File: src/rtl/sit_pkg.sv
`default_nettype none

package sit_pkg;

  // Default number of slots in the table
  localparam int DEF_CAPACITY = 16;

  localparam int VALUE_W = 32;
  localparam int COUNT_W = 5;

  // Action codes
  localparam logic ACT_INSERT = 1'b0;
  localparam logic ACT_DELETE = 1'b1;

  typedef enum logic [1:0] {
    ST_DONE   = 2'd0,
    ST_ABSENT = 2'd1,
    ST_EMPTY  = 2'd2,
    ST_FULL   = 2'd3
  } status_t;

  typedef struct packed {
    logic                       action;
    logic signed [VALUE_W-1:0]  value;
  } cmd_t;

  typedef struct packed {
    status_t                    status;
    logic [COUNT_W-1:0]         entry_count;
    logic signed [VALUE_W-1:0]  smallest_value;
  } rsp_t;

  // Operation broadcast to every cell of the row
  typedef struct packed {
    logic                       ins;    // insert goes ahead
    logic                       del;    // delete found its value
    logic signed [VALUE_W-1:0]  value;
  } cell_op_t;

  // What a cell hands to its neighbors
  typedef struct packed {
    logic                       lt;     // occupied and holds less than the key
    logic signed [VALUE_W-1:0]  slot;
  } cell_link_t;

endpackage

`default_nettype wire

File: src/rtl/sit_cell.sv
`default_nettype none

module sit_cell
  import sit_pkg::*;
(
  input  wire logic                      clk,
  input  wire logic                      load,
  input  wire cell_op_t                  op,
  input  wire logic                      occupied,
  input  wire cell_link_t                left,
  input  wire logic signed [VALUE_W-1:0] right_slot,
  output      cell_link_t                link,
  output      logic                      eq,
  output      logic signed [VALUE_W-1:0] slot_next
);

  logic signed [VALUE_W-1:0] slot;

  // Compare against the broadcast key
  assign link.lt   = occupied && (slot < op.value);
  assign link.slot = slot;
  assign eq        = occupied && (slot == op.value);

  // Smaller entries stay; the rest shift right on insert, left on delete
  always_comb begin
    slot_next = slot;
    if (op.ins && !link.lt) begin
      slot_next = left.lt ? op.value : left.slot;
    end else if (op.del && !link.lt) begin
      slot_next = right_slot;
    end
  end

  always_ff @(posedge clk) begin
    if (load) begin
      slot <= slot_next;
    end
  end

endmodule

`default_nettype wire

File: src/rtl/sorted_integer_table_top.sv
`default_nettype none

// Sorted integer table: keeps up to CAPACITY signed 32-bit values in
// ascending order (duplicates allowed) in a row of compare-and-shift cells.
// Each cmd transaction inserts its value at its sorted place or deletes one
// occurrence of it, and yields one rsp transaction with the status, the
// entry count after the operation and the smallest value held (zero when
// empty). All cells compare the broadcast key and shift together; a new
// cmd is taken every cycle while the rsp register is free or being drained;
// the response is registered and appears in the cycle after acceptance.
// Insert into a full table is refused with status full; entry_count carries
// the low five bits of the count.
module sorted_integer_table_top
  import sit_pkg::*;
#(
  parameter int CAPACITY = DEF_CAPACITY
)
(
  input  wire logic clk,
  input  wire logic rst,
  input  wire logic cmd_valid,
  output      logic cmd_ready,
  input  wire cmd_t cmd,
  output      logic rsp_valid,
  input  wire logic rsp_ready,
  output      rsp_t rsp
);

  localparam int CNT_W = $clog2(CAPACITY + 1);

  logic [CNT_W-1:0]           count;
  logic [CNT_W-1:0]           count_next;
  logic                       accept;
  logic                       full;
  logic                       found;
  logic                       load;
  status_t                    status;
  cell_op_t                   op;
  cell_link_t                 link   [CAPACITY];
  logic                       eq     [CAPACITY];
  logic [CAPACITY-1:0]        hit;
  logic signed [VALUE_W-1:0]  nxt    [CAPACITY];
  logic [CNT_W+COUNT_W-1:0]   count_ext;

  assign cmd_ready = !rsp_valid || rsp_ready;
  assign accept    = cmd_valid && cmd_ready;
  assign full      = (count == CNT_W'(CAPACITY));
  assign found     = |hit;

  // Operation seen by the cells
  assign op.ins   = (cmd.action == ACT_INSERT) && !full;
  assign op.del   = (cmd.action == ACT_DELETE) && found;
  assign op.value = cmd.value;
  assign load     = accept && (op.ins || op.del);

  // Row of cells
  for (genvar i = 0; i < CAPACITY; i++) begin : g_cell
    cell_link_t                left;
    logic signed [VALUE_W-1:0] right_slot;

    if (i == 0) begin : g_head
      assign left.lt   = 1'b1;
      assign left.slot = link[i].slot;
    end else begin : g_body
      assign left = link[i-1];
    end

    if (i == CAPACITY - 1) begin : g_tail
      assign right_slot = link[i].slot;
    end else begin : g_mid
      assign right_slot = link[i+1].slot;
    end

    // First entry not below the key is an exact match
    assign hit[i] = eq[i] && left.lt;

    sit_cell u_cell (
      .clk        (clk),
      .load       (load),
      .op         (op),
      .occupied   (count > CNT_W'(i)),
      .left       (left),
      .right_slot (right_slot),
      .link       (link[i]),
      .eq         (eq[i]),
      .slot_next  (nxt[i])
    );
  end

  // Status and new count
  always_comb begin
    status     = ST_DONE;
    count_next = count;
    case (cmd.action)
      ACT_INSERT: begin
        if (full) begin
          status = ST_FULL;
        end else begin
          count_next = count + CNT_W'(1);
        end
      end
      ACT_DELETE: begin
        if (count == '0) begin
          status = ST_EMPTY;
        end else if (!found) begin
          status = ST_ABSENT;
        end else begin
          count_next = count - CNT_W'(1);
        end
      end
      default: status = ST_DONE;
    endcase
  end

  assign count_ext = {{COUNT_W{1'b0}}, count_next};

  // Fill count
  always_ff @(posedge clk) begin
    if (rst) begin
      count <= '0;
    end else if (accept) begin
      count <= count_next;
    end
  end

  // Response register
  always_ff @(posedge clk) begin
    if (rst) begin
      rsp_valid <= 1'b0;
    end else if (accept) begin
      rsp_valid <= 1'b1;
    end else if (rsp_ready) begin
      rsp_valid <= 1'b0;
    end
  end

  always_ff @(posedge clk) begin
    if (accept) begin
      rsp.status         <= status;
      rsp.entry_count    <= count_ext[COUNT_W-1:0];
      rsp.smallest_value <= (count_next == '0) ? '0 : nxt[0];
    end
  end

endmodule

`default_nettype wire

File: config.mk
export PLATFORM = sky130hd
export DESIGN_NAME = sorted_integer_table_top
export DESIGN_NICKNAME = d
export VERILOG_FILES = /design/src/rtl/sit_pkg.sv /design/src/rtl/sit_cell.sv /design/src/rtl/sorted_integer_table_top.sv
export SDC_FILE = /design/constraint.sdc
export NUM_CORES = 2
export LEC_CHECK = 0
export ABC_AREA = 1
export BUFFER_PORTS_ARGS = -buffer_cell sky130_fd_sc_hd__buf_2
export CORE_MARGIN = 5
export CORE_UTILIZATION = 58
export CTS_CLUSTER_DIAMETER = 200
export DETAILED_ROUTE_END_ITERATION = 12
export GPL_TIMING_DRIVEN = 1
export PLACE_DENSITY_LB_ADDON = 0.15
export SETUP_SLACK_MARGIN = 0.02
export SLEW_MARGIN = 5
export SYNTH_ARGS = -nofsm -noshare
export SYNTH_HDL_FRONTEND = slang
export SYNTH_SLANG_ARGS = --single-unit
export TNS_END_PERCENT = 1
File: constraint.sdc
create_clock -name clk -period 5.15 [get_ports clk]
set_input_delay 0.515 -clock clk [delete_from_list [all_inputs] [get_ports clk]]
set_output_delay 0.515 -clock clk [all_outputs]
set_load 0.05 [all_outputs]
======== Word level (Yosys, flattened, before mapping) ========
Cells that the tools add are included.
Widths: inputs -> output; s select.
word-level totals
  register bits after elaboration ......... 557
  input port bits ......................... 37
  output and inout port bits .............. 41
  word-level logic and storage cells ...... 263
cells by class
  $add $sub $neg .......................... 2
  $lt $le $gt $ge ......................... 32
  equality and inequality tests ........... 17
  muxes and demuxes ....................... 55
  bitwise gates (word level) .............. 1
  reduce and logical (&&, ||, !) cells .... 135
operator list
  cell                 number
  $mux 32              45
  $eq 32x32->1         16
  $lt 32x32->1         16
  $logic_and 1x1->1    82
  $gt 5x4->1 const B   8
  $reduce_and 2->1     15
  $reduce_bool 2->1    15
  $gt 5x3->1 const B   4
  $logic_not 1->1      18
  $reduce_or 16->1     1
  $mux 5               3
  $gt 5x1->1 const B   2
  $gt 5x2->1 const B   2
  $logic_not 5->1      2
  $pmux 5 s2           1
  $add 5x1->5 const B  1
  $eq 5x5->1 const B   1
  $sub 5x1->5 const B  1
  $mux 2               2
  $pmux 2 s2           1
  $mux 1               3
  $logic_or 1x1->1     2
  $not 1->1            1

======== Logic depth before layout (Yosys ltp) ========
  word-level depth ........................ 8
  gate-level depth with buffers ........... 28
  gate-level depth less buffers ........... 27

======== Modules after synthesis ========
Synthesis repeated with hierarchy kept, for this count alone.
unflattened totals
  cells, all modules ...................... 8124
  area total of the unflattened synthesis .. 56406.6 µm²
modules (own cells, without submodules)
  module                    times used  cells each  area an instance (µm²)
  sit_cell                  16          490         3373.2
  sorted_integer_table_top  1           284         2434.8

======== Worst setup path after synthesis ========
No wires, ideal clock.
  path type ............................... register to register
  start point ............................. register rsp_valid
  end point ............................... register g_cell[15].u_cell.slot[0] (enable)
  setup time .............................. 0.470 ns
  arrival time ............................ 4.940 ns
  data required time ...................... 4.680 ns
  path slack .............................. -0.260 ns
  cell stages (with the launch flop) ...... 6
  clock period less this slack ............ 5.410 ns
  cells stage by stage .................... dfxtp_1 > nand2_1 > nand2_1 > inv_1 > nand3_1 > a211oi_1
on the way
  longest elaborated chain between the ends .. 5
RTL lines
  item                        RTL line                         RTL
  start, declared             sorted_integer_table_top.sv:24   output logic rsp_valid,
  start signal, assigned      sorted_integer_table_top.sv:129  rsp_valid <= 1'b0;
  start signal, assigned      sorted_integer_table_top.sv:131  rsp_valid <= 1'b1;
  start signal, assigned      sorted_integer_table_top.sv:133  rsp_valid <= 1'b0;
  $logic_not 1->1             sorted_integer_table_top.sv:45   assign cmd_ready = !rsp_valid || rsp_ready;
  $logic_or 1x1->1            sorted_integer_table_top.sv:45
  net cmd_ready               sorted_integer_table_top.sv:22   output logic cmd_ready,
  $logic_and 1x1->1           sorted_integer_table_top.sv:46   assign accept = cmd_valid && cmd_ready;
  net accept                  sorted_integer_table_top.sv:33   logic accept;
  $logic_and 1x1->1           sorted_integer_table_top.sv:54   assign load = accept && (op.ins || op.del);
  $reduce_and 2->1 (no line)  n/a
  end signal, assigned        sit_cell.sv:36                   slot <= slot_next;
  end, declared               sit_cell.sv:17                   logic signed [VALUE_W-1:0] slot;
The timed path passes the listed nets, and every way through them passes these cells.
A chain may end at the register's enable or synchronous reset.

======== Worst setup path in the final report ========
  start point ............................. input cmd[20] (netlist bit)
  end point ............................... register g_cell[11].u_cell.slot[8] (enable)
on the way
  longest elaborated chain between the ends .. 8
  elaborated cells between the ends (all ways) .. 86
  those cells by class .................... 15 x order compare; 16 x eq/ne; 55 x reduce/logical
RTL lines
  item                                                              RTL line                                        RTL
  start, declared                                                   sorted_integer_table_top.sv:23                  input wire cmd_t cmd,
  $lt 32x32->1 or $eq 32x32->1 (tied branches)                      sit_cell.sv:20, sit_cell.sv:22
  $logic_and 1x1->1, on equally long branches                       sit_cell.sv:20, sit_cell.sv:22
  $logic_and 1x1->1                                                 sorted_integer_table_top.sv:75                  assign hit[i] = eq[i] && left.lt;
  $reduce_or 16->1                                                  sorted_integer_table_top.sv:48                  assign found = |hit;
  $logic_and 1x1->1                                                 sorted_integer_table_top.sv:52                  assign op.del = (cmd.action == ACT_DELETE) && found;
  $logic_and 1x1->1 or $logic_or 1x1->1 (tied branches)             sit_cell.sv:29, sorted_integer_table_top.sv:54
  $reduce_bool 2->1 (no line) or $logic_and 1x1->1 (tied branches)  n/a
  $reduce_and 2->1 (no line) (*)                                    n/a
  end signal, assigned                                              sit_cell.sv:36
  end, declared                                                     sit_cell.sv:17
Every way passes the cells marked *; elsewhere a longest branch is shown, timed or not.

==> results.md <==
- Max-cap violation count: 0
- Vias per inst: 5.96
- Post-place setup slack: between 0.3 and 0.4 ns
- Power share of the sequential group: 0.416
- CTS tree: built
- TritonCTS buffer count: 67
- Async set-reset flop share out of synthesis: 0
- Most frequent cell after synthesis: nand2_1
- Crit path capture type: flip-flop
- Antenna diodes: 0
- FP Rows: between 90 and 100
- Main synth FF type: edfxtp_1
- Combinational share of power: 0.259
- Detailed Place HPWL: 91600 um
- Clock slew seen by the registers of the worst setup and hold paths: 0.06 ns
- Postcts setup bufs: 0
- Yosys warning count: 0
- Die width: roughly 270 um
- Clock Power Share: 0.325
- Gpl congestion: around 0.96
- Vias in the first global route: between 30000 and 40000
- Area delta synth->final: 9.70%
- Hold Path Class: input port to flip-flop
- Fillers: 5937
- Share of cells above drive strength 1: 0.0847
- Cts hold-fix bufs: 0
- Setup Viol. Count Final: 0
- Largest net degree at the start of global routing: 65
- Overflow left after global routing: 0
- Clock root cell: clkbuf_16
- WHS: 0.224 ns
- Clock Skews: between 0.02 and 0.025 ns
- HP Start: rsp_ready
- Reg-to-Reg Start: g_cell[12].u_cell.slot[31]$_DFFE_PP_
- Via count: approximately 36000
- Total die area: about 75000 um2
- Synth area leaders: edfxtp_1 41%, ha_1 16%, nand2_1 12%
- Slew Limit Fails: 0
- Clock Path Buffers: 3
- # resized after CTS: 0
- IO Count: between 70 and 80
- FF+latch count, synth: 557
- Final setup margin: 0.816 ns
- Initial antenna violation count: 2
- Internal Pwr Total: approximately 0.0093 W
- Latest clock arrival within the worst-skew pair: between 0.6 and 0.7 ns
- Period utilisation layout: 0.842
- Die H: 274 um
- Overall routing resource usage: 0.308
- RSZ-0062 raised after global routing: false
- Total power draw: between 0.01 and 0.015 W
- CP max FO: 32
- Sink Count: around 560
- Worst-margin pin slew: 1.09 ns
- Seq/Total Area, Yosys: 0.413
- Post-Synthesis Cells: 4932
- Core region area: a little under 70000 um2
- Status: completed
- Avg Inst Size Synth: roughly 8.2 um2
- Fin crit period: around 4.3 ns
- Mapped Nets: approximately 5500
- H-tree depth: 3
- Final wirelength: approximately 120000 um
- Worst setup path category: input port to flip-flop
- Router iterations before antenna repair: 6
- Max Clk Rate: between 200 and 250 MHz
- Antenna Nets Post-Route: 0
- Yosys top cell area share: 0.410
- Setup TNS Final: 0 ns
- Worst VDD drop: ~0.00032 V
- Pleak: approximately 19 nW
- EDFF count, synth: between 500 and 600
- Startpoint types: input port
- # port buffers: 77
- Avg WL per Cell: ~20 um
- Starting DRT DRC Count: about 3600
- Post-synth top cells: 1325 x nand2_1, 663 x a21oi_1, 618 x nor2_1
- # DRC: 0
- Final Hold Viols: 0
- Switching share of power: 0.338
- Layout Utilization: 0.643
- Psw: approximately 0.0048 W
- Worst setup startpoint: cmd[20]
- Worst Path Required: between 5 and 6 ns
- Fin nets: 5544
- PD cells: between 300 and 400 nW/um2
- Area of the mapped netlist: about 40000 um2
- Relative slew slack: 0.270
- Cell taking the most area after synthesis: edfxtp_1
- Global-route wire length before repair: around 190000 um
- Initial Utilization: 0.586
- WP data arrival: about 4.6 ns
- Yosys cell types: 50
[power by group through the flow]
stage / combinational [W] / sequential (W) / clock (W)
2_1_floorplan: 0.00248 / 0.00598 / 0
3_3_place_gp: 0.00349 / 0.00594 / 0
3_5_place_dp: 0.00359 / 0.00595 / 0
4_1_cts: 0.00362 / 0.00585 / 0.00462
5_1_grt: 0.00410 / 0.00590 / 0.00482
6_report: 0.00365 / 0.00586 / 0.00458
[critical path, cell delays in order]
cell and delay [ns]:
buf_2 0.37, inv_1 0.50, ha_1 0.45, nand2_1 0.05, nor2_1 0.12, nand2_1 0.06, nor2_1 0.35, nand3_1 0.14
nor3_1 0.42, nand4_1 0.25, nand2_1 0.14, inv_1 0.06, nand2_1 0.10, nor2_4 0.05, nand3_1 0.12, nand3_1 0.08
buf_4 0.25, nor2_2 0.12, buf_4 0.40
[through the flow]
| stage | cell area (um2) | cells |
|---|---|---|
| 3_3_place_gp | 42200 | 5852 |
| 2_1_floorplan | 40300 | 4932 |
| 4_1_cts | 44200 | 5971 |
| 3_5_place_dp | 42200 | 5852 |
| 6_report | 44200 | 5971 |
| 5_1_grt | 44200 | 5971 |
[state kept, by name, indices dropped and copies added, names as in the netlist]
register / flops
g_cell.u_cell.slot: 512
rsp: 39
count: 5
rsp_valid: 1
[cell usage in the layout, fill, tap and decap left out, types with 29 or more instances in the layout]
master	count
o21ai_0	139
o21a_1	29
o21ai_1	41
a21oi_1	663
edfxtp_1	551
nor2_1	602
buf_4	132
a31oi_1	210
nand2_1	1325
nand4_1	53
buf_2	77
nand3_1	103
a21oi_2	31
clkbuf_16	69
inv_1	268
ha_1	517
[path summary, 6_finish.rpt]
kind / cells after the start / end / slack (ns)
worst max register to register: 17 / g_cell[11].u_cell.slot[8]$_DFFE_PP_ / 1.11
worst min register to register: 2 / rsp_valid$_SDFFE_PP0P_ / 0.53
worst min-delay path: 4 / rsp_valid$_SDFFE_PP0P_ / 0.22
worst max-delay path: 19 / g_cell[11].u_cell.slot[8]$_DFFE_PP_ / 0.82
[per-layer routing]
metal / share of wire / vias up / track usage / wire length (um)
li1: - / 17300 / - / -
met3: 0.077 / 229 / 0.0352 / 9070
met1: 0.43 / 16600 / 0.422 / 50100
met2: 0.47 / 1506 / 0.516 / 54800
met4: 0.031 / 0 / 0.0949 / 3640
met5: 0 / - / 0 / 0
[cell families (layout without fill, tap and decap cells)]
logic type / count (synthesis) / count (layout) / share of synthesized area
compound gates: 1153 / 1153 / 0.157
buf+inv: 531 / 639 / 0.0518
xor+xnor: 3 / 3 / 0.000652
simple gates: 2171 / 2171 / 0.217
flops: 557 / 557 / 0.413
fa+ha+maj: 517 / 517 / 0.160
[final cells by class]
class / count / area [um2] / area share
clock buffer: 82 / 1780 / 0.0401
clock inverter: 37 / 273 / 0.00616
inverter: 302 / 1140 / 0.0257
multi-input combinational: 3844 / 21700 / 0.490
sequential: 557 / 16700 / 0.377
tap: 931 / 1160 / 0.0263
timing repair buffer: 218 / 1560 / 0.0352
Power figures use the tool's default switching activity.
